`config.mk`:
```
export PLATFORM = sky130hd
export DESIGN_NAME = bf3_fifo
export DESIGN_NICKNAME = d
export VERILOG_FILES = /design/src/hdl/bf3_pkg.sv /design/src/hdl/bf3_fifo.sv
export SDC_FILE = /design/constraint.sdc
export NUM_CORES = 1
export LEC_CHECK = 0
export BUFFER_PORTS_ARGS = -buffer_cell sky130_fd_sc_hd__buf_2
export CORE_AREA = 2 2 153 155
export DETAILED_ROUTE_END_ITERATION = 16
export DIE_AREA = 0 0 155 157
export PLACE_DENSITY = 0.86
export SLEW_MARGIN = 40
export SYNTH_ARGS = -nofsm -noshare
export SYNTH_HDL_FRONTEND = slang
export SYNTH_SLANG_ARGS = --single-unit
```
`constraint.sdc`:
```
create_clock -name clk -period 3.6 [get_ports clk]
set_input_delay 0.9 -clock clk [delete_from_list [all_inputs] [get_ports clk]]
set_output_delay 0.9 -clock clk [all_outputs]
set_load 0.01 [all_outputs]
```
`src/hdl/bf3_pkg.sv`:
```
package bf3_pkg;

	// Payload widths of the stream fields
	localparam int PIX_W   = 16;
	localparam int ROW_W   = 12;
	localparam int COL_W   = 9;
	localparam int M_TDATA_W = 40;
	localparam int M_PAD_W   = M_TDATA_W - (PIX_W + ROW_W + COL_W);

	// Configuration port
	localparam int CFG_W  = 13;
	localparam int CFG_AW = 1;
	localparam int FW_W   = 10;
	localparam int FH_W   = 13;

	typedef enum logic [CFG_AW-1:0] {
		REG_FRAME_WIDTH  = 1'b0,
		REG_FRAME_HEIGHT = 1'b1
	} cfg_reg_t;

	localparam int FRAME_WIDTH_RST  = 512;
	localparam int FRAME_HEIGHT_RST = 256;
	localparam int MIN_DIM          = 3;

	// Window sum and divide by nine: q = (s * DIV9_MUL) >> DIV9_SHIFT
	// is exact for every s below 2**21, and the rounded sum stays below 2**20.
	localparam int SUM_W      = 20;
	localparam int COLSUM_W   = 18;
	localparam int DIV9_MUL_W = 21;
	localparam int DIV9_SHIFT = 24;
	localparam logic [DIV9_MUL_W-1:0] DIV9_MUL = 21'd1864136;
	localparam logic [SUM_W-1:0] ROUND_HALF = 20'd4;

	// Result queue
	localparam int FIFO_DEPTH = 8;
	localparam int FIFO_PW    = $clog2(FIFO_DEPTH);
	localparam int FIFO_CW    = $clog2(FIFO_DEPTH + 1);

	// Per-item tag that travels with a request through the window pipeline
	typedef struct packed {
		logic             emit;
		logic             interior;
		logic             last;
		logic [ROW_W-1:0] row;
		logic [COL_W-1:0] col;
	} tag_t;

	typedef struct packed {
		logic [PIX_W-1:0] value;
		logic [ROW_W-1:0] row;
		logic [COL_W-1:0] col;
		logic             last;
	} out_t;

	function automatic logic [31:0] clamp_dim(input logic [31:0] v, input logic [31:0] hi);
		logic [31:0] r;
		r = v;
		if (v < 32'(MIN_DIM)) begin
			r = 32'(MIN_DIM);
		end else if (v > hi) begin
			r = hi;
		end
		return r;
	endfunction

endpackage

```
`src/hdl/bf3_fifo.sv`:
```
module bf3_fifo (
	input  logic                         clk,
	input  logic                         arst_n,
	input  logic                         push,
	input  bf3_pkg::out_t                din,
	input  logic                         pop,
	output bf3_pkg::out_t                dout,
	output logic                         valid,
	output logic [bf3_pkg::FIFO_CW-1:0]  count
);

	import bf3_pkg::*;

	out_t               mem_q [FIFO_DEPTH];
	logic [FIFO_PW-1:0] wr_ptr_q;
	logic [FIFO_PW-1:0] rd_ptr_q;
	logic [FIFO_CW-1:0] cnt_q;
	logic               do_pop;

	assign do_pop = pop && (cnt_q != '0);
	assign dout   = mem_q[rd_ptr_q];
	assign valid  = (cnt_q != '0);
	assign count  = cnt_q;

	// Store entries
	always_ff @(posedge clk) begin
		if (push) begin
			mem_q[wr_ptr_q] <= din;
		end
	end

	// Advance pointers and occupancy
	always_ff @(posedge clk or negedge arst_n) begin
		if (!arst_n) begin
			wr_ptr_q <= '0;
			rd_ptr_q <= '0;
			cnt_q    <= '0;
		end else begin
			if (push) begin
				wr_ptr_q <= wr_ptr_q + FIFO_PW'(1);
			end
			if (do_pop) begin
				rd_ptr_q <= rd_ptr_q + FIFO_PW'(1);
			end
			cnt_q <= cnt_q + FIFO_CW'(push) - FIFO_CW'(do_pop);
		end
	end

endmodule

```
* After elaboration in Yosys (flattened, before gate mapping) *
Memory sizes are Yosys's and may differ from the RTL's.
Index checks and enable logic that the tools add are counted.

storage, ports and cells
  register bits after elaboration = 10
  bits in writable memories = 304
  output and inout port bits = 43
  logic and storage cells = 12
  memories kept = 1

cells by class
  $add $sub $neg = 4
  multiplexer cells = 2
  reduce and logical (&&, ||, !) cells = 2

memories
  name   words  width  read ports  clocked after Yosys merged registers in  wr ports  line            source
  mem_q  8      38     1           0                                        1         bf3_fifo.sv:14  out_t mem_q [FIFO_DEPTH];

operator list
  operator             count
  $add 3x1->3 const B  2
  $add 4x1->4          1
  $reduce_bool 4->1    1
  $sub 4x1->4          1
  $mux 1               2
  $logic_and 1x1->1    1

* Longest topological paths before layout *
  depth in word-level cells = 3
  depth in mapped cells = 11
  mapped depth without buffers = 11

* Worst setup path after synthesis *
Ideal clock, no wire load.

  path kind = in2reg
  start point = in push
  end point = mem mem_q[0][0] (netlist bit), enable pin
  setup time = 0.480 ns
  data arrival time = 3.602 ns
  slack = -0.483 ns
  cell stages on the path = 2
  path through = nand2b_1 nor3_1

on the way
  longest elaborated chain between the ends = 2

ends and longest elaborated chain
  what                          line            source
  from (decl)                   bf3_fifo.sv:4   input logic push,
  $mux 1                        bf3_fifo.sv:27  if (push) begin
  $mux 1 (not written as such)  bf3_fifo.sv:28  mem_q[wr_ptr_q] <= din;
  to (decl)                     bf3_fifo.sv:14

Every way passes these cells.

==> results by group <==
Status
  – Status: finished, final reports clean

Floorplanning
  – Die X: 155 um
  – IO Count: 85
  – Die ar.: 24300 um^2
  – Starting density of the core: 53.7%
  – Row count: 55
  – DIE HEIGHT: 157 um
  – Core Box Area: 22500 um^2

GRT
  – First-pass GRT wire length: 33.3 mm
  – Vias in the first global route: 5759
  – Initial antenna violation count: 3
  – Remaining Overflow, GRT: 0
  – Largest net degree at the start of global routing: 34
  – GRT Overall Usage: 18.4%

Logic synthesis
  – Top cells by area, synth: edfxtp_1, mux4_2, mux2_4, dfrtp_1, mux2_2
  – Most common cell in the netlist: edfxtp_1
  – FF+latch count, synth: 314
  – Syn_nets: 544
  – Post-synth cell types: 24
  – Yosys Warn Count: 0
  – Number of synthesized flops with an enable pin: 304
  – Seq/Total Area, Yosys: 77.6%
  – Top cells by count, synth: edfxtp_1, mux4_2, mux2_4
  – Top cell type by total area after synthesis: edfxtp_1
  – Top_reg_cell synth: edfxtp_1
  – Syn avg cell area: 24.5 um^2
  – Synthesized area: 12100 um^2
  – Async set-reset flop share out of synthesis: 3.18%
  – Area share of the largest cell type after synthesis: 75.5%
  – Cells after Synth: 494

Placement
  – Placed insts: 865
  – Port-buffer cells: 84
  – Pre-CTS WS: 649 ps
  – RD Place Congestion: 0.774
  – Hpwl dp: 13.0 mm

Worst setup path
  – R2R setup slack: 1000 ps
  – Worst Setup End Kind: primary output
  – Worst Path Arrival: 2450 ps
  – Crit-path max FO: 14
  – CP delay by family, top: multiplexers
  – R2R Path Start: count[2]$_DFF_PN0_
  – CP startpoint kind: flop
  – CP required: 2700 ps
  – Max incr delay on CP: 580 ps
  – Worst Path Buf+Inv: 2
  – Critical path cell sequence: buf_4 > mux4_2 > mux2_4 > buf_2
  – CP max-delay cell: dfrtp_4
  – Critical path origin: rd_ptr_q[0]$_DFFE_PN0P_
  – CP Class: reg2out

Finish
  – Share of post-route cells with drive strength above 1: 44.6%
  – Non-Filler Instances: 921
  – Number of nets in the layout: 663
  – Final core utilization: 62.5%
  – Area delta synth->final: 16.2%

Pwr
  – Total power: 11700 uW
  – Max IR drop VDD: 0.588 mV
  – Static Leakage: 0.00478 uW
  – PD cells: 835 nW/um^2

Clocking
  – CTS tree: built
  – # H-tree levels: 1
  – CTS root buf: clkbuf_16
  – Number of CTS-inserted buffers: 30
  – Post-CTS Hold Fix Bufs: 0
  – Clk_lat worst skew: 550 ps
  – Clock transition at the registers of the reported paths: 60 ps
  – Clk sink count: 314
  – Bufs on Longest Clock Path: 3
  – Post_cts resized: 0

STA
  – Fmax: 0.298 GHz
  – Slew @ Worst Pin: 802 ps
  – Final Critical Period: 3350 ps
  – Final Cycle Share: 93.1%
  – Final WS setup: 248 ps
  – RSZ-0062 raised after global routing: no
  – Max Transition Viols Final: 0
  – Setup violations, final: 0
  – TNS Setup: 0 ps
  – Fin. Hold Viols: 0
  – Clock skew: 11.4 ps
  – Slew HR: 46.5%

Routing
  – Detailed Route WL: 21.9 mm
  – Vias: 5291
  – Wire per inst: 23.8 um
  – First-pass DRT Iterations: 5
  – Vias per cell: 5.74
  – Detailed router's first-iteration violation count: 414
  – Post-detailed-route count of antenna-violating nets: 0
  – DRC errors left: 0

Worst hold path
  – Worst hold path class: in2async

Flow run
  – Max-cap violations: 0
## final cells by class
cell class,count,area (um^2)
timing repair buffer,109,637
tap,285,357
sequential,314,9390
multi-input combinational,149,2590
inverter,9,33.8
clock buffer,34,787
clock inverter,20,259
fill,1475,8450
antenna,1,2.50
## state kept, by name, summed over array words and instances, names as in the netlist
name,cells
count,4
rd_ptr_q,3
mem_q,304
wr_ptr_q,3
## kinds of logic after synthesis
logic type      count (synthesis)  share of synthesized area [%]
flops                         314                           77.6
mux                           116                           18.8
buf+inv                        31                           1.57
simple gates                   17                          0.662
fa+ha+maj                       8                          0.890
xor+xnor                        6                          0.435
compound gates                  2                          0.103
## through the flow
step | cell area, um^2 | hold WS (ps)
after floorplan | 12100 | 521
after global placement | 13000 | 535
after detailed placement | 13000 | 568
after CTS | 14000 | 190
after global routing | 14100 | 203
final | 14100 | 208
## path summary, 6_finish.rpt
check,to,cells past startpoint
min in group clk,wr_ptr_q[1]$_DFFE_PN0P_,1
worst min-delay path,rd_ptr_q[2]$_DFFE_PN0P_,1
worst max-delay path,dout[1],4
worst max register to register,count[1]$_DFF_PN0_,11
max in group asynchronous,rd_ptr_q[0]$_DFFE_PN0P_,1
worst min register to register,wr_ptr_q[1]$_DFFE_PN0P_,1
## routing by layer
metal / wire length, um / GRT usage [%] / vias up / part of all wire, %
li1: - / - / 2317 / -
met1: 8970 / 25.4 / 2712 / 41
met2: 10600 / 29.6 / 216 / 48
met3: 1990 / 4.57 / 42 / 9.1
met4: 331 / 5.11 / 4 / 1.5
met5: 27 / 0 / - / 0.12
## cell usage in the layout, fill, tap and decap left out, drive strengths merged
master,n
edfxtp,304
nor3,2
nor2,6
buf,109
mux4,76
inv,10
diode,1
xor2,2
dfrtp,10
bufinv,6
nand2b,3
nand2,4
clkinvlp,2
clkbuf,34
xnor2,4
mux2,40
a21o,1
fa,1
nand3,1
a21oi,1
clkinv,11
or3b,1
ha,7
## where the power goes
part	switching [uW]	internal, uW
logic	1630	1890
clock network	1270	2000
registers	349	4610
## repair_timing
item / CTS / global route
setup buffers: 0 / 1
setup endpoints to repair: 0 / 6
endpoints found under the hold margin: 0 / 0
No activity file was read; power rests on OpenSTA's default activity.
