`config.mk`:
```
export PLATFORM = sky130hd
export DESIGN_NAME = bf3_seq
export DESIGN_NICKNAME = d
export VERILOG_FILES = /design/src/hdl/bf3_pkg.sv /design/src/hdl/bf3_seq.sv
export SDC_FILE = /design/constraint.sdc
export NUM_CORES = 1
export LEC_CHECK = 0
export ABC_AREA = 1
export BUFFER_PORTS_ARGS = -buffer_cell sky130_fd_sc_hd__buf_2
export CAP_MARGIN = 20
export CORE_ASPECT_RATIO = 0.5
export CORE_MARGIN = 1
export CORE_UTILIZATION = 45
export CTS_CLUSTER_SIZE = 30
export DETAILED_ROUTE_END_ITERATION = 10
export PLACE_DENSITY_LB_ADDON = 0.08
export SYNTH_ARGS = -nofsm -noshare
export SYNTH_HDL_FRONTEND = slang
export SYNTH_SLANG_ARGS = --single-unit
```
`constraint.sdc`:
```
create_clock -name clk -period 4.4 [get_ports clk]
set_input_delay 0.88 -clock clk [delete_from_list [all_inputs] [get_ports clk]]
set_output_delay 0.88 -clock clk [all_outputs]
set_load 0.005 [all_outputs]
```
`src/hdl/bf3_pkg.sv`:
```
package bf3_pkg;

	// Payload widths of the stream fields
	localparam int PIX_W   = 16;
	localparam int ROW_W   = 12;
	localparam int COL_W   = 9;
	localparam int M_TDATA_W = 40;
	localparam int M_PAD_W   = M_TDATA_W - (PIX_W + ROW_W + COL_W);

	// Configuration port
	localparam int CFG_W  = 13;
	localparam int CFG_AW = 1;
	localparam int FW_W   = 10;
	localparam int FH_W   = 13;

	typedef enum logic [CFG_AW-1:0] {
		REG_FRAME_WIDTH  = 1'b0,
		REG_FRAME_HEIGHT = 1'b1
	} cfg_reg_t;

	localparam int FRAME_WIDTH_RST  = 512;
	localparam int FRAME_HEIGHT_RST = 256;
	localparam int MIN_DIM          = 3;

	// Window sum and divide by nine: q = (s * DIV9_MUL) >> DIV9_SHIFT
	// is exact for every s below 2**21, and the rounded sum stays below 2**20.
	localparam int SUM_W      = 20;
	localparam int COLSUM_W   = 18;
	localparam int DIV9_MUL_W = 21;
	localparam int DIV9_SHIFT = 24;
	localparam logic [DIV9_MUL_W-1:0] DIV9_MUL = 21'd1864136;
	localparam logic [SUM_W-1:0] ROUND_HALF = 20'd4;

	// Result queue
	localparam int FIFO_DEPTH = 8;
	localparam int FIFO_PW    = $clog2(FIFO_DEPTH);
	localparam int FIFO_CW    = $clog2(FIFO_DEPTH + 1);

	// Per-item tag that travels with a request through the window pipeline
	typedef struct packed {
		logic             emit;
		logic             interior;
		logic             last;
		logic [ROW_W-1:0] row;
		logic [COL_W-1:0] col;
	} tag_t;

	typedef struct packed {
		logic [PIX_W-1:0] value;
		logic [ROW_W-1:0] row;
		logic [COL_W-1:0] col;
		logic             last;
	} out_t;

	function automatic logic [31:0] clamp_dim(input logic [31:0] v, input logic [31:0] hi);
		logic [31:0] r;
		r = v;
		if (v < 32'(MIN_DIM)) begin
			r = 32'(MIN_DIM);
		end else if (v > hi) begin
			r = hi;
		end
		return r;
	endfunction

endpackage

```
`src/hdl/bf3_seq.sv`:
```
module bf3_seq #(
	parameter int MAX_WIDTH  = 512,
	parameter int MAX_HEIGHT = 4096
) (
	input  logic                         clk,
	input  logic                         arst_n,
	input  logic                         cfg_wr_en,
	input  logic [bf3_pkg::CFG_AW-1:0]   cfg_addr,
	input  logic [bf3_pkg::CFG_W-1:0]    cfg_wdata,
	input  logic                         acc,
	input  logic                         action,
	input  logic [bf3_pkg::PIX_W-1:0]    pixel,
	output logic                         step,
	output logic [bf3_pkg::PIX_W-1:0]    value,
	output logic [$clog2(MAX_WIDTH)-1:0] addr,
	output bf3_pkg::tag_t                tag
);

	import bf3_pkg::*;

	localparam int CW  = $clog2(MAX_WIDTH);
	localparam int WW  = $clog2(MAX_WIDTH + 1);
	localparam int HW  = $clog2(MAX_HEIGHT + 1);
	localparam int IRW = $clog2(MAX_HEIGHT + 2);
	localparam int ERW = $clog2(MAX_HEIGHT);

	logic [WW-1:0]  w_q;
	logic [HW-1:0]  h_q;
	logic [CW-1:0]  in_col_q;
	logic [IRW-1:0] in_row_q;
	logic [CW-1:0]  ec_q;
	logic [ERW-1:0] er_q;

	logic          past_end;
	logic          emit;
	logic          in_wrap;
	logic          em_wrap;
	logic          last;
	logic          interior;
	logic [CW-1:0] w_last;
	logic [ERW-1:0] h_last;
	cfg_reg_t      reg_sel;

	assign reg_sel = cfg_reg_t'(cfg_addr);
	assign w_last  = CW'(w_q - WW'(1));
	assign h_last  = ERW'(h_q - HW'(1));

	// Classify the request against the current input and output positions
	always_comb begin
		past_end = in_row_q >= IRW'(h_q);
		step     = acc && (past_end || !action);
		value    = past_end ? '0 : pixel;
		emit     = (in_row_q >= IRW'(2)) || ((in_row_q == IRW'(1)) && (in_col_q != '0));
		in_wrap  = (in_col_q == w_last);
		em_wrap  = (ec_q == w_last);
		last     = (er_q == h_last) && em_wrap;
		interior = (er_q != '0) && (er_q < h_last) && (ec_q != '0) && (ec_q < w_last);
	end

	assign addr         = in_col_q;
	assign tag.emit     = emit;
	assign tag.interior = interior;
	assign tag.last     = last;
	assign tag.row      = ROW_W'(32'(er_q));
	assign tag.col      = COL_W'(32'(ec_q));

	// Registers and frame position counters
	always_ff @(posedge clk or negedge arst_n) begin
		if (!arst_n) begin
			w_q      <= WW'(clamp_dim(32'(FRAME_WIDTH_RST), 32'(MAX_WIDTH)));
			h_q      <= HW'(clamp_dim(32'(FRAME_HEIGHT_RST), 32'(MAX_HEIGHT)));
			in_col_q <= '0;
			in_row_q <= '0;
			ec_q     <= '0;
			er_q     <= '0;
		end else if (cfg_wr_en) begin
			case (reg_sel)
				REG_FRAME_WIDTH: begin
					w_q <= WW'(clamp_dim(32'(cfg_wdata[FW_W-1:0]), 32'(MAX_WIDTH)));
				end
				REG_FRAME_HEIGHT: begin
					h_q <= HW'(clamp_dim(32'(cfg_wdata[FH_W-1:0]), 32'(MAX_HEIGHT)));
				end
				default: begin
				end
			endcase
			// any write restarts the frame
			in_col_q <= '0;
			in_row_q <= '0;
			ec_q     <= '0;
			er_q     <= '0;
		end else if (step) begin
			if (in_wrap) begin
				in_col_q <= '0;
				in_row_q <= in_row_q + IRW'(1);
			end else begin
				in_col_q <= in_col_q + CW'(1);
			end
			if (emit) begin
				if (last) begin
					in_col_q <= '0;
					in_row_q <= '0;
					ec_q     <= '0;
					er_q     <= '0;
				end else if (em_wrap) begin
					ec_q <= '0;
					er_q <= er_q + ERW'(1);
				end else begin
					ec_q <= ec_q + CW'(1);
				end
			end
		end
	end

endmodule

```
== Word level (Yosys, flattened, before mapping) ==
Index checks and enable logic that the tools add are counted.
Word-level totals
  register bits: 65
  bits of input ports: 35
  output and inout port bits: 50
  word-level logic and storage cells: 69
Operators by class
  $add $sub $neg: 6
  order comparisons: 8
  equality and inequality tests: 4
  multiplexer cells: 25
  bitwise operators: 1
  reductions and logical operators: 19
Operators by type and width (count)
  $mux W9: 12
  $mux W13: 7
  $mux W12: 5
  $add A9 B1 Y9 const B: 2
  $eq A9 B9 Y1: 2
  $reduce_bool A9 Y1: 2
  $mux W16: 1
  $add A13 B1 Y13 const B: 1
  $eq A13 B1 Y1 const B: 1
  $ge A13 B13 Y1: 1
  $ge A13 B2 Y1 const B: 1
  $gt A13 B13 Y1 const B: 1
  $lt A13 B2 Y1 const B: 1
  $add A12 B1 Y12 const B: 1
  $eq A12 B12 Y1: 1
  $lt A12 B12 Y1: 1
  $reduce_bool A12 Y1: 1
  $sub A12 B1 Y12 const B: 1
  $gt A10 B10 Y1 const B: 1
  $lt A10 B2 Y1 const B: 1
  $lt A9 B9 Y1: 1
  $sub A9 B1 Y9 const B: 1
  $logic_and A1 B1 Y1: 6
  $reduce_and A2 Y1: 3
  other kinds (6): 8

== Depth between registers and ports, before layout ==
  word-level depth: 7
  mapped depth: 17
  gate-level depth less buffers: 17

== Worst setup path before layout ==
OpenSTA, ideal clock, no wires.
  path type: register to output
  start: register h_q[2]
  end: output port tag[22] in the netlist's numbering
  arrival time: 2.522 ns
  required time: 3.520 ns
  slack: 0.998 ns
  stages on the path, launching flop included: 14
  buffers on the path: 1
  cell sequence: dfrtp_1 nor3_1 nand3_1 nor3_1 nand3_1 nor3_1 xor2_1 inv_1 ha_1 a21oi_1 o211a_1 o311ai_0 nor3_1 buf_4
On the way
  word-level cells in the longest chain between the ends: 5
Ends and longest elaborated chain
  from (decl): line bf3_seq.sv:28  | logic [HW-1:0] h_q;
  from (signal assigned): line bf3_seq.sv:71  | h_q <= HW'(clamp_dim(32'(FRAME_HEIGHT_RST), 32'(MAX_HEIGHT)));
  from (signal assigned): line bf3_seq.sv:82  | h_q <= HW'(clamp_dim(32'(cfg_wdata[FH_W-1:0]), 32'(MAX_HEIGHT)));
  $sub A12 B1 Y12: line bf3_seq.sv:46  | assign h_last = ERW'(h_q - HW'(1));
  $lt A12 B12 Y1: line bf3_seq.sv:57  | interior = (er_q != '0) && (er_q < h_last) && (ec_q != '0) && (ec_q < w_last);
  $logic_and A1 B1 Y1 (3 in a row): line bf3_seq.sv:57
  to (decl): line bf3_seq.sv:16  | output bf3_pkg::tag_t tag
No other way between the ends.

==> results.txt <==
Ys flop type -> dfrtp_1
Clock Path Buffers -> 2
Antenna diodes -> 0
Number of global-route vias before repair -> 4854
Post-place instance area -> 5766 µm²
Fraction of registers with async set/reset -> 1.000
TritonCTS buffer count -> 9
Mapped Area -> 5197 µm²
Top Metal Used -> met4
Slowest CP cell -> dfrtp_1
Per-cell routed wire length -> 15.00 µm
Max H-tree Level -> 3
Clk root buf -> clkbuf_16
Final #Nets -> 910
Max Transition Viols Final -> 0
Initial drt markers -> 295
Io pins -> 85
RSZ-0062 raised after global routing -> no
Final core utilization -> 0.5467
Syn Inst Count -> 743
Global route overflow -> 0
DRC errors left -> 0
Post-CTS setup buffers -> 0
FMAX -> 247.0 MHz
Vias/cell -> 5.298
Worst hold slack -> 483.5 ps
Fin crit share -> 0.9203
Largest net degree at the start of global routing -> 66
Share of the synthesized area in the top cell type -> 0.3081
Critical-path cell list -> nor3_1 -> nand3_1 -> nor3_2 -> nand3_1 -> nor3_1 -> xor2_1 -> inv_1 -> ha_1 -> a21oi_1 -> o211a_1 -> o311ai_0 -> nor3_1 -> buf_2
Most frequent cell after synthesis -> nand2_1
P&R area growth vs syn -> 16.90%
Peak fanout along the critical path -> 4
FP Rows -> 27
Synthesized flop and latch total -> 65
Worst path arrival time -> 3170 ps
Sequential element share of the synthesized area -> 0.3132
Critical path capture point type -> output port
Final setup margin -> 350.6 ps
Startpoint Class -> flip-flop
Die Y -> 78.00 µm
Metal-1 WL -> 7.559 mm
Critical path's largest stage delay -> 420 ps
Crit Path Class -> reg -> out
Final setup vio count -> 0
Max VDD drop -> 0.1906 mV
First drt pass iteration count -> 4
CTS tree -> built
Post-route ant nets -> 0
CTS clock-pin slew for the worst setup and hold paths -> 60 ps
Gpl congestion -> 0.9193
Synth cell count leaders -> 140 x nand2_1, 122 x inv_1, 83 x nor2_1
Final hold vios -> 0
Max_slew headroom -> 0.3178
Fin Clk Skew -> 11.97 ps
GRT Util Overall -> 0.2555
Class of the worst hold path -> reg -> reg
Worst Path Required -> 3520 ps
Post-synth EDFFs -> 0
Setup TNS -> 0 ps
Leakage Power -> 3.156 nW
Syn nets -> 823
Synth warn -> 0
Status -> finished, final reports clean
First-pass GRT wire length -> 23.89 mm
Clock Latency Late Sink -> 340 ps
Proportion of layout cells with a drive suffix above 1 -> 0.1497
Hold_buf cts -> 0
Sink Count -> 65
Post-Layout Inst Area -> 6076 µm²
Initial antenna violation count -> 0
Worst Max-Slew Pin Slew -> 1014 ps
Leading area contributor after synthesis -> dfrtp_1
Tmin final -> 4049 ps
Syn Area/Cell -> 6.995 µm²
Core ar. -> 11110 µm²
PortBufs -> 84
WL final -> 14.70 mm
Chip width -> 154.0 µm
Max_cap viols -> 0
Met3 WL -> 983 µm
Dominant cells by area after synthesis -> dfrtp_1 31%, ha_1 11%, nand2_1 10%
Pwr Density -> 351.1 nW/µm²
DR WL met2 -> 5.982 mm
Library cells used by synthesis -> 41
Cell mode on critical path -> nor3_1
Via Count -> 5192
Detail Placement HPWL -> 11.62 mm
Die area -> 12010 µm²
Initial core utilization -> 0.4676
Worst slack, placed -> 622.2 ps
critical path, delay by kind of cell (launching register included):
family | cells | cell delay (ps)
and+or+nand+nor | 6 | 1260
AOI/OAI and AO/OA | 3 | 460
DFF | 1 | 420
adders and majority gates | 1 | 310
buffers and inverters | 2 | 230
xor gates and xnor gates | 1 | 170
placed cells by master (no fill, tap or decap), drive strengths merged, types with 23 or more instances in the layout:
| cell type | n |
|---|---|
| nor2 | 91 |
| a21oi | 23 |
| nand4 | 30 |
| o21ai | 47 |
| nand3 | 74 |
| inv | 126 |
| buf | 87 |
| ha | 45 |
| nand2 | 145 |
| nor3 | 26 |
| dfrtp | 64 |
layout make-up:
cell class | count | area (µm²)
Sequential cell | 65 | 1628
Multi-Input combinational cell | 540 | 3042
Tap cell | 145 | 181.4
Timing Repair Buffer | 87 | 442.9
Clock inverter | 6 | 66.31
Clock buffer | 10 | 239.0
Fill cell | 1129 | 5039
Inverter | 127 | 476.7
final timing paths:
| path | from | to | slack [ps] | depth (start not counted) |
|---|---|---|---|---|
| max in group asynchronous | arst_n | addr[1] | 3090 | 2 |
| max reg2reg | h_q[2] | in_row_q[9] | 730 | 17 |
| min reg2reg | h_q[8] | h_q[8] | 480 | 2 |
| min | h_q[8] | h_q[8] | 480 | 2 |
| min in group asynchronous | arst_n | ec_q[2] | 740 | 2 |
| max | h_q[2] | tag[22] | 350 | 13 |
sequential cells by signal, indices dropped and copies added (netlist names):
register  cells
w_q           9
ec_q          9
addr          9
h_q          13
er_q         12
in_row_q     13
repair_timing:
item                                    in CTS  in global routing
endpoints found under the setup margin       0                  1
hold endpoints to repair                     0                  0
resized for setup                            0                  1
per-stage QoR:
| stage | instances | total power (W) |
|---|---|---|
| after floorplan | 743 | 0.001181 |
| after global placement | 964 | 0.001383 |
| after detailed placement | 964 | 0.001393 |
| after CTS | 980 | 0.002140 |
| after global routing | 980 | 0.002285 |
| final | 980 | 0.002133 |
power by group:
part / total (W) / internal [W] / switching (W)
combinational: 0.000688 / 0.000246 / 0.000442
clock: 0.000743 / 0.000456 / 0.000287
sequential: 0.000703 / 0.000645 / 0.0000582
total: 0.00213 / 0.00135 / 0.000786
cells by family after synthesis:
group / Yosys count / share of synthesized area
simple gates: 377 / 0.3339
compound gates: 97 / 0.1040
buf+inv: 138 / 0.1026
flops: 65 / 0.3132
xor+xnor: 21 / 0.03804
fa+ha+maj: 45 / 0.1083
metal layers:
metal  vias up  track usage
met5         -            0
met4         0      0.07300
met3        15      0.06034
met2       157       0.3836
met1      2376       0.3636
li1       2644            -
(Power assumes the default switching activity.)
