## src/hdl/bf3_pkg.sv

```systemverilog
package bf3_pkg;

	// Payload widths of the stream fields
	localparam int PIX_W   = 16;
	localparam int ROW_W   = 12;
	localparam int COL_W   = 9;
	localparam int M_TDATA_W = 40;
	localparam int M_PAD_W   = M_TDATA_W - (PIX_W + ROW_W + COL_W);

	// Configuration port
	localparam int CFG_W  = 13;
	localparam int CFG_AW = 1;
	localparam int FW_W   = 10;
	localparam int FH_W   = 13;

	typedef enum logic [CFG_AW-1:0] {
		REG_FRAME_WIDTH  = 1'b0,
		REG_FRAME_HEIGHT = 1'b1
	} cfg_reg_t;

	localparam int FRAME_WIDTH_RST  = 512;
	localparam int FRAME_HEIGHT_RST = 256;
	localparam int MIN_DIM          = 3;

	// Window sum and divide by nine: q = (s * DIV9_MUL) >> DIV9_SHIFT
	// is exact for every s below 2**21, and the rounded sum stays below 2**20.
	localparam int SUM_W      = 20;
	localparam int COLSUM_W   = 18;
	localparam int DIV9_MUL_W = 21;
	localparam int DIV9_SHIFT = 24;
	localparam logic [DIV9_MUL_W-1:0] DIV9_MUL = 21'd1864136;
	localparam logic [SUM_W-1:0] ROUND_HALF = 20'd4;

	// Result queue
	localparam int FIFO_DEPTH = 8;
	localparam int FIFO_PW    = $clog2(FIFO_DEPTH);
	localparam int FIFO_CW    = $clog2(FIFO_DEPTH + 1);

	// Per-item tag that travels with a request through the window pipeline
	typedef struct packed {
		logic             emit;
		logic             interior;
		logic             last;
		logic [ROW_W-1:0] row;
		logic [COL_W-1:0] col;
	} tag_t;

	typedef struct packed {
		logic [PIX_W-1:0] value;
		logic [ROW_W-1:0] row;
		logic [COL_W-1:0] col;
		logic             last;
	} out_t;

	function automatic logic [31:0] clamp_dim(input logic [31:0] v, input logic [31:0] hi);
		logic [31:0] r;
		r = v;
		if (v < 32'(MIN_DIM)) begin
			r = 32'(MIN_DIM);
		end else if (v > hi) begin
			r = hi;
		end
		return r;
	endfunction

endpackage

```

## src/hdl/bf3_win.sv

```systemverilog
module bf3_win #(
	parameter int AW = 9
) (
	input  logic                        clk,
	input  logic                        arst_n,
	input  logic                        step,
	input  bf3_pkg::tag_t               tag,
	input  logic [bf3_pkg::PIX_W-1:0]   value,
	input  logic [AW-1:0]               addr,
	input  logic [2*bf3_pkg::PIX_W-1:0] rd_data,
	output logic                        wr_en,
	output logic [AW-1:0]               wr_addr,
	output logic [2*bf3_pkg::PIX_W-1:0] wr_data,
	output logic                        res_valid,
	output bf3_pkg::out_t               res,
	output logic [1:0]                  pend
);

	import bf3_pkg::*;

	localparam int PROD_W = SUM_W + DIV9_MUL_W;

	// Stage 1: line store data arrives
	logic             v_s1;
	tag_t             tag_s1;
	logic [PIX_W-1:0] value_s1;
	logic [AW-1:0]    addr_s1;
	// Stage 2: window sum
	logic             v_s2;
	tag_t             tag_s2;
	// Stage 3: divide and select
	logic             v_s3;
	tag_t             tag_s3;
	logic [SUM_W-1:0] sum_s3;
	logic [PIX_W-1:0] center_s3;

	// Window state: column sums and the middle-row taps
	logic [COLSUM_W-1:0] cs0_q;
	logic [COLSUM_W-1:0] cs1_q;
	logic [COLSUM_W-1:0] cs2_q;
	logic [PIX_W-1:0]    mid1_q;
	logic [PIX_W-1:0]    mid2_q;

	logic [PIX_W-1:0]    up;
	logic [PIX_W-1:0]    lo;
	logic [COLSUM_W-1:0] new_cs;
	logic [PROD_W-1:0]   prod;
	logic [PIX_W-1:0]    quo;

	assign up     = rd_data[2*PIX_W-1:PIX_W];
	assign lo     = rd_data[PIX_W-1:0];
	assign new_cs = COLSUM_W'(up) + COLSUM_W'(lo) + COLSUM_W'(value_s1);

	// Write back the shifted column; within a frame the same entry is read again
	// only a full row later, and the stale read right after a frame's last request
	// only feeds taps above the new frame, so no forwarding is needed
	assign wr_en   = v_s1;
	assign wr_addr = addr_s1;
	assign wr_data = {lo, value_s1};

	always_ff @(posedge clk or negedge arst_n) begin
		if (!arst_n) begin
			v_s1 <= 1'b0;
			v_s2 <= 1'b0;
			v_s3 <= 1'b0;
		end else begin
			v_s1 <= step;
			v_s2 <= v_s1 && tag_s1.emit;
			v_s3 <= v_s2;
		end
	end

	// Hold the request payload along the pipe
	always_ff @(posedge clk) begin
		tag_s1    <= tag;
		value_s1  <= value;
		addr_s1   <= addr;
		tag_s2    <= tag_s1;
		tag_s3    <= tag_s2;
		sum_s3    <= SUM_W'(cs0_q) + SUM_W'(cs1_q) + SUM_W'(cs2_q) + ROUND_HALF;
		center_s3 <= mid1_q;
	end

	// Advance the window by one column
	always_ff @(posedge clk or negedge arst_n) begin
		if (!arst_n) begin
			cs0_q  <= '0;
			cs1_q  <= '0;
			cs2_q  <= '0;
			mid1_q <= '0;
			mid2_q <= '0;
		end else if (v_s1) begin
			cs0_q  <= cs1_q;
			cs1_q  <= cs2_q;
			cs2_q  <= new_cs;
			mid1_q <= mid2_q;
			mid2_q <= lo;
		end
	end

	// Divide by nine through the reciprocal, copy the center on the border
	assign prod = PROD_W'(sum_s3) * PROD_W'(DIV9_MUL);
	assign quo  = prod[DIV9_SHIFT +: PIX_W];

	assign res_valid = v_s3;
	assign res.value = tag_s3.interior ? quo : center_s3;
	assign res.row   = tag_s3.row;
	assign res.col   = tag_s3.col;
	assign res.last  = tag_s3.last;

	assign pend = 2'(v_s1 && tag_s1.emit) + 2'(v_s2) + 2'(v_s3);

endmodule

```

## config.mk

```make
export PLATFORM = sky130hd
export DESIGN_NAME = bf3_win
export DESIGN_NICKNAME = d
export VERILOG_FILES = /design/src/hdl/bf3_pkg.sv /design/src/hdl/bf3_win.sv
export SDC_FILE = /design/constraint.sdc
export NUM_CORES = 1
export LEC_CHECK = 0
export BUFFER_PORTS_ARGS = -buffer_cell sky130_fd_sc_hd__buf_2
export CAP_MARGIN = 15
export CORE_UTILIZATION = 55
export CTS_BUF_LIST = sky130_fd_sc_hd__clkbuf_4 sky130_fd_sc_hd__clkbuf_8
export CTS_CLUSTER_SIZE = 10
export DETAILED_ROUTE_END_ITERATION = 10
export HOLD_SLACK_MARGIN = 0.1
export PLACE_DENSITY = 0.76
export SLEW_MARGIN = 10
export SYNTH_ARGS = -nofsm -noshare
export SYNTH_HDL_FRONTEND = slang
export SYNTH_SLANG_ARGS = --single-unit
```

## constraint.sdc

```tcl
create_clock -name clk -period 7.7 [get_ports clk]
set_input_delay 0.77 -clock clk [delete_from_list [all_inputs] [get_ports clk]]
set_output_delay 0.77 -clock clk [all_outputs]
set_load 0.05 [all_outputs]
```

Word-level counts from Yosys, hierarchy flattened:

Index checks and enable logic that the tools add are counted.

* bits in registers: 220
* output and inout port bits: 83
* word-level logic and storage cells: 35

* add/sub/neg operators: 7
* $mul: 1
* mux-type cells: 1
* reduce and logical (&&, ||, !) cells: 1

Operators by type and width (count)
* $mul A20 B18 Y37 const B: 1
* $add A19 B18 Y20: 1
* $add A20 B3 Y20 const B: 1
* $add A18 B18 Y19: 1
* $add A17 B16 Y18: 1
* $add A16 B16 Y17: 1
* $mux W16: 1
* $add A1 B1 Y2: 1
* $add A2 B1 Y2: 1
* $logic_and A1 B1 Y1: 1

Logic depth before layout (Yosys ltp):

Gate-level depths: netlist of the first run.

* word-level depth: 3
* mapped depth: 22
* gate-level depth less buffers: 22

Least setup slack after synthesis of the first run:

No wires, ideal clock.

* kind: register to output
* start point: register sum_s3[3]
* end point: output res[35] (netlist bit)
* arrival time: 6.559 ns
* slack: 0.371 ns
* cell stages (with the launch flop): 21
* buffers on the path: 0
* cells stage by stage: dfxtp_1 inv_1 fa_1 inv_1 ha_1 xor2_1 ha_1 a21o_1 fa_1 inv_1 fa_1 fa_1 inv_1 ha_1 nand2_1 o21ai_1 a31o_2 o211ai_2 a21oi_2 o31ai_1 o311ai_0

RTL lines
* from (decl): RTL line bf3_win.sv:34 `logic [SUM_W-1:0] sum_s3;`
* from (signal assigned): RTL line bf3_win.sv:80 `sum_s3 <= SUM_W'(cs0_q) + SUM_W'(cs1_q) + SUM_W'(cs2_q) + ROUND_HALF;`
* to (decl): RTL line bf3_win.sv:15 `output bf3_pkg::out_t res,`

==> impl_metrics.csv, run 1 <==
group,metric,value,unit
sta,worst_pin_slew,0.765,ns
die,core_area,24200,um2
worst_setup_path,crit_path_max_fanout,4,
worst_setup_path,start_kind,"flip-flop",
sta,fin_crit_sh,95.9,%
sta,fmax,0.135,GHz
die,dieHeight,159,um
sta,finalHoldViolCount,0,
sta,drv_slew,0,
logic_synthesis,yosys-top-cells-area,"dfxtp_1 19%, fa_1 19%, ha_1 18%",
logic_synthesis,postSynthAreaPerCell,11.9,um2
sta,setup_violations,0,
routing,drt-initial-drc-count,262,
final_layout,regArea,4860,um2
sta,rsz0062_at_grt,"false",
die,rows,57,
logic_synthesis,syn_nets,1536,
routing,vias_per_cell,5.06,
worst_setup_path,critPathSlowestCell,"fa_1",
logic_synthesis,synth_edf_count,0,
logic_synthesis,yosysTopAreaCellShare,19.4,%
final_layout,drive_above_1_share,24.8,%
routing,dr_total_vias,8289,
sta,skew,0.0243,ns
final_layout,nFillCells,1885,
routing,drt_first_pass_iters,4,
logic_synthesis,yosys_register_bits,220,
logic_synthesis,synth_top_area_cell,"dfxtp_1",
grt,grt_max_degree,65,
sta,relSlewSlack,48.3,%
logic_synthesis,synth_top_flop_cell,"dfxtp_1",
routing,remaining_drc_errors,0,
die,start_util,55.8,%
placed_design,port-buffer-count,166,
worst_setup_path,worst-setup-path-type,"flip-flop to output pin",
grt,grt_first_pass_wirelength,43.4,mm
clocking,clockBufferDepth,3,
clocking,post_cts_buffers,0,
logic_synthesis,ys_seq_area_share,35.9,%
worst_setup_path,cp.required,6.93,ns
sta,timing.hold.ws,0.315,ns
clocking,clock_latency,0.55,ns
clocking,cts.sinks,220,
routing,wirelength,26.3,mm
die,num_io_pins,167,
logic_synthesis,synthesis.area,13500,um2
worst_setup_path,arrival,6.61,ns
sta,setup_tns,0,ns
grt,antenna_found_initial,0,
routing,detail-route-antenna-nets,0,
grt,overflow,0,
flow_run,cap_viol_max_count,0,
clocking,root_buffer,"clkbuf_8",
final_layout,nets,1688,
worst_setup_path,crit_top_cell,"fa_1",
routing,wire_per_inst,16.1,um
logic_synthesis,synth-async-reset-ratio,40.5,%
die,die-area,25200,um2
worst_setup_path,cp_cell_sequence,"inv_1 -> fa_1 -> inv_1 -> ha_1 -> fa_1 -> fa_1 -> inv_1 -> fa_1 -> fa_1 -> inv_1 -> ha_1 -> a21o_1 -> a21o_1 -> a21oi_2 -> nor2_2 -> a211oi_4 -> a21oi_2 -> o31ai_4 -> or4b_1 -> o211ai_1 -> buf_4",
worst_hold_path,hp-class,"input pin to flip-flop",
die,die_w,159,um
grt,grt.total_usage,21.6,%
final_layout,area_growth,11.9,%
worst_setup_path,cpPeakStageDelay,0.55,ns
final_layout,multi_input_area,7660,um2
logic_synthesis,yosys_warnings,0,
clocking,clk_pin_slew,0.07,ns
grt,grt_pass1_vias,8836,
placed_design,post-dp-hpwl,21.7,mm
clocking,h-tree-depth,1,
sta,fin_crit,7.38,ns
placed_design,place_congestion,0.905,
logic_synthesis,synthCells,1136,
outcome,status,"completed",
worst_setup_path,endpoint_kind,"output pin",
clocking,numCtsBuffers,31,
logic_synthesis,synthDistinctLibCells,62,
clocking,cts_tree,"yes",
## metrics by stage
stage / util [%] / setup WS (ns) / cell area [um2] / std cells
2_1_floorplan: - / 0.371 / 13500 / 1136
3_5_place_dp: 59.6 / 0.838 / 14400 / 1578
6_report: 62.4 / 0.316 / 15100 / 1637
5_1_grt: 62.4 / 0.00484 / 15100 / 1636
4_1_cts: 62.4 / 0.227 / 15100 / 1636
3_3_place_gp: 59.6 / 0.956 / 14400 / 1578
## registers in the layout, indices dropped and copies added (netlist names)
| name | flops |
|---|---|
| center_s3 | 16 |
| cs0_q | 18 |
| cs1_q | 18 |
| cs2_q | 18 |
| mid1_q | 16 |
| mid2_q | 16 |
| res | 22 |
| res_valid | 1 |
| sum_s3 | 20 |
| tag_s1 | 24 |
| tag_s2 | 23 |
| tag_s3 | 1 |
| v_s2 | 1 |
| value_s1 | 16 |
| wr_addr | 9 |
| wr_en | 1 |
## placed cells by master (no fill, tap or decap), types with 27 or more instances in the layout
cell type | netlist | final
ha_1 | 191 | 191
inv_1 | 178 | 178
buf_2 | 0 | 164
dfxtp_1 | 131 | 129
fa_1 | 125 | 125
dfrtp_1 | 89 | 88
mux2_2 | 83 | 83
clkbuf_8 | 0 | 40
xnor2_1 | 30 | 30
nor2_1 | 28 | 28
nand2_1 | 28 | 28
a21oi_1 | 27 | 27
## critical path: cells and delay by family, from the launching register on
kind	cells	cell delay, ns
buffers and inverters	5	0.51
adders and majority gates	7	3.19
AOI/OAI and AO/OA	7	1.38
DFF	1	0.41
and+or+nand+nor	2	0.56
## layer usage
layer  track usage (%)  vias to the layer above  share of wire, %
met1              27.3                     3996                43
met5                 0                        -                 0
met3              3.27                       35               5.0
li1                  -                     4042                 -
met4              5.83                        0               2.2
met2              38.3                      216                50
## final timing paths
path | cells after the start | endpoint | slack, ns | startpoint
worst max-delay path | 21 | res[37] | 0.32 | sum_s3[7]
worst min-delay path | 1 | value_s1[3] | 0.31 | value[3]
worst max register to register | 14 | sum_s3[18] | 3.99 | cs0_q[1]
worst min register to register | 0 | tag_s2[10] | 0.32 | tag_s1[10]
max in group asynchronous | 3 | wr_en | 5.85 | arst_n
min in group asynchronous | 2 | cs2_q[1] | 0.66 | arst_n
## cells by family after synthesis
logic type	Yosys count	share of synthesized area, %
xor+xnor	45	2.92
fa+ha+maj	316	36.2
simple gates	128	4.81
flops	220	35.9
buf+inv	230	7.44
compound gates	114	5.86
mux	83	6.91
## cells in the mapped netlist (13+ instances only)
cell type / count
ha_1: 191
inv_1: 178
dfxtp_1: 131
fa_1: 125
dfrtp_1: 89
mux2_2: 83
buf_4: 38
xnor2_1: 30
nand2_1: 28
nor2_1: 28
a21oi_1: 27
a21o_1: 15
xor2_1: 15
o21ai_0: 14
nand3_1: 13
nor3_1: 13
## final cells by class
class	instances	area share, %
antenna	1	0.0165
clock buffer	47	3.99
clock inverter	10	0.405
inverter	180	4.47
multi-input combinational	686	50.7
sequential	220	32.1
tap	324	2.68
timing repair buffer	169	5.69
## repair_timing
action	4_1_cts	5_1_grt
setup endpoints to repair	0	1
gates resized for setup	0	4
hold endpoints to repair	23	0
hold buffers	1	0
Power of run 1 is left out: the tool's default activity adds up to more than one toggle a clock period on the data nets, which glitch-free logic cannot reach.
==> inputs of run 2 (changes only) <==
--- a/config.mk
+++ b/config.mk
@@ -5,6 +5,7 @@
 export SDC_FILE = /design/constraint.sdc
 export NUM_CORES = 1
 export LEC_CHECK = 0
+export ABC_AREA = 1
 export BUFFER_PORTS_ARGS = -buffer_cell sky130_fd_sc_hd__buf_2
 export CAP_MARGIN = 15
 export CORE_UTILIZATION = 55
==> run 2 against run 1 <==
Compared with the run above:
- die area grew 9.0%
- global-route usage grew 4.2 points
- maximum frequency grew 8.3%
- area after synthesis grew 9.2%
- highest routed layer unchanged
==> impl_metrics.csv, run 2 <==
group,metric,value,unit
clocking,clk_pin_slew,0.06,ns
final_layout,regArea,4850,um2
outcome,status,"completed",
grt,grt_pass1_vias,11100,
logic_synthesis,yosys_warnings,0,
final_layout,finalInstanceArea,16500,um2
grt,grt.total_usage,25.8,%
sta,skew,0.0352,ns
routing,wirelength,33.7,mm
sta,rsz0062_at_grt,"false",
placed_design,place_congestion,0.897,
placed_design,port-buffer-count,166,
final_layout,area_growth,11.6,%
grt,overflow,0,
die,num_io_pins,167,
clocking,cts_resized,0,
logic_synthesis,yosys.area_share.simple,14.4,%
sta,relSlewSlack,46.8,%
placed_design,post-dp-hpwl,28.3,mm
worst_setup_path,worst-setup-path-type,"flip-flop to output pin",
logic_synthesis,synthCells,1655,
flow_run,cap_viol_max_count,0,
worst_setup_path,cp_cell_sequence,"fa_1 -> ha_1 -> inv_1 -> fa_1 -> inv_1 -> fa_1 -> fa_1 -> inv_1 -> fa_1 -> inv_1 -> ha_1 -> nand2_1 -> nand2_1 -> nand2_1 -> nand2_1 -> a21oi_1 -> nor2_1 -> nor2_1 -> nand2_1 -> nand2_1 -> nand3_1 -> nand2_1 -> buf_2",
worst_setup_path,endpoint_kind,"output pin",
final_layout,nFillCells,2250,
die,core_area,26200,um2
sta,setup_violations,0,
die,start_util,56.3,%
logic_synthesis,ys_seq_area_share,32.9,%
clocking,root_buffer,"clkbuf_8",
worst_hold_path,hp-class,"input pin to async pin",
die,dieHeight,166,um
logic_synthesis,synth_top_flop_cell,"dfxtp_1",
logic_synthesis,synth_compound_area_share,7.17,%
worst_setup_path,start_kind,"flip-flop",
sta,finalHoldViolCount,0,
clocking,h-tree-depth,2,
final_layout,mostFrequentLayoutCell,"nand2_1",
logic_synthesis,synth_edf_count,0,
clocking,postCtsHoldBufs,0,
grt,antenna_found_initial,0,
worst_setup_path,crit_path_max_fanout,5,
logic_synthesis,synthesis.area,14800,um2
sta,postLayoutSetupSlackWorst,0.883,ns
clocking,cts.sinks,220,
logic_synthesis,synth-async-reset-ratio,40.5,%
clocking,numCtsBuffers,36,
sta,fmax,0.147,GHz
final_layout,nets,2202,
logic_synthesis,yosys_register_bits,220,
routing,vias_per_cell,5.00,
placed_design,place_area,15700,um2
routing,remaining_drc_errors,0,
sta,setup_tns,0,ns
final_layout,largest_register,"tag_s1",
sta,fin_crit_sh,88.5,%
logic_synthesis,synth-xor-area-share,2.08,%
worst_setup_path,cp.required,6.93,ns
clocking,clockBufferDepth,3,
sta,drv_slew,0,
sta,worst_pin_slew,0.798,ns
clocking,cts_tree,"yes",
logic_synthesis,ys_top_cells_by_count,"365 x nand2_1, 308 x inv_1, 191 x ha_1, 131 x dfxtp_1, 125 x fa_1",
placed_design,post-place-ws,1.45,ns
worst_setup_path,crit_top_cell,"nand2_1",
routing,wire_per_inst,15.6,um
die,die-area,27500,um2
logic_synthesis,syn_nets,2055,
worst_setup_path,arrival,6.05,ns
logic_synthesis,synth_fa_ha_area_share,33.1,%
logic_synthesis,muxShareOfSynthArea,0,%
logic_synthesis,yosysMostFrequentCell,"nand2_1",
final_layout,mostFrequentLayoutCells,"365 x nand2_1, 307 x inv_1, 191 x ha_1, 165 x buf_2, 131 x dfxtp_1",
final_layout,multi_input_area,8380,um2
logic_synthesis,synth_top_family_by_area,"adder cells",
logic_synthesis,synthDistinctLibCells,38,
routing,drt-initial-drc-count,698,
die,die_w,166,um
logic_synthesis,yosys-top-cells-area,"dfxtp_1 18%, fa_1 17%, ha_1 16%",
sta,fin_crit,6.82,ns
routing,dr_total_vias,10800,
grt,grt_first_pass_wirelength,56.0,mm
routing,detail-route-antenna-nets,0,
final_layout,drive_above_1_share,13.8,%
logic_synthesis,yosysTopAreaCellShare,17.8,%
logic_synthesis,postSynthAreaPerCell,8.92,um2
routing,drt_first_pass_iters,5,
logic_synthesis,synth_top_area_cell,"dfxtp_1",
final_layout,largest_register_ffs,24,
worst_setup_path,critPathSlowestCell,"fa_1",
final_layout,insertedDiodeCount,0,
die,rows,59,
worst_setup_path,cpPeakStageDelay,0.55,ns
grt,grt_max_degree,93,
clocking,clock_latency,0.53,ns
clocking,post_cts_buffers,0,
## run 2: cell types whose count changed after synthesis, sizes merged, moves of 9 or more
cell	previous run	this run
nor2	29	69
nand3	13	64
a21oi	29	63
mux2	83	0
a21o	15	6
xnor2	30	16
nand2	28	369
o21ai	25	108
inv	178	308
## run 2: metal layers
| layer | routed length (um) | vias up | track usage [%] |
|---|---|---|---|
| li1 | - | 5434 | - |
| met5 | 0 | - | 0 |
| met2 | 16400 | 316 | 44.9 |
| met4 | 954 | 0 | 8.53 |
| met1 | 14800 | 5017 | 33.1 |
| met3 | 1590 | 53 | 3.55 |
## run 2: per-stage QoR
stage / util [%] / instances / hold WS (ns)
after floorplan: - / 1655 / 0.310
after global placement: 59.8 / 2099 / 0.310
after detailed placement: 59.8 / 2099 / 0.312
after CTS: 62.8 / 2162 / 0.115
after global routing: 62.8 / 2162 / 0.136
final: 62.8 / 2162 / 0.135
## run 2: cells by family after synthesis
| group | after synthesis |
|---|---|
| flops | 220 |
| compound gates | 193 |
| buf+inv | 368 |
| fa+ha+maj | 316 |
| xor+xnor | 35 |
| simple gates | 523 |
## run 2: final timing paths
check | depth (start not counted) | slack, ns | to | from
setup reg to reg | 10 | 4.62 | sum_s3[16] | cs2_q[1]
max in group asynchronous | 2 | 6.44 | mid1_q[7] | arst_n
hold / removal | 1 | 0.14 | cs1_q[16] | arst_n
hold reg to reg | 0 | 0.32 | tag_s3[22] | tag_s2[22]
min in group clk | 0 | 0.32 | tag_s3[22] | tag_s2[22]
setup / recovery | 23 | 0.88 | res[30] | sum_s3[9]
## run 2: layout make-up
cell class / count / share of cell area (%)
clock buffer: 56 / 4.30
clock inverter: 7 / 0.608
inverter: 308 / 7.02
multi-input combinational: 1067 / 50.9
sequential: 220 / 29.5
tap: 335 / 2.55
timing repair buffer: 169 / 5.20
## run 2: worst max-delay path: cells and delay by family (launching register included)
family	cells	cell delay, ns
adder cells (fa/ha/maj)	7	3.39
AND/OR/NAND/NOR	10	0.89
flip-flops	1	0.50
buffers and inverters	5	0.49
AO/OA/AOI/OAI	1	0.26
Power of run 2 is left out for the same reason.
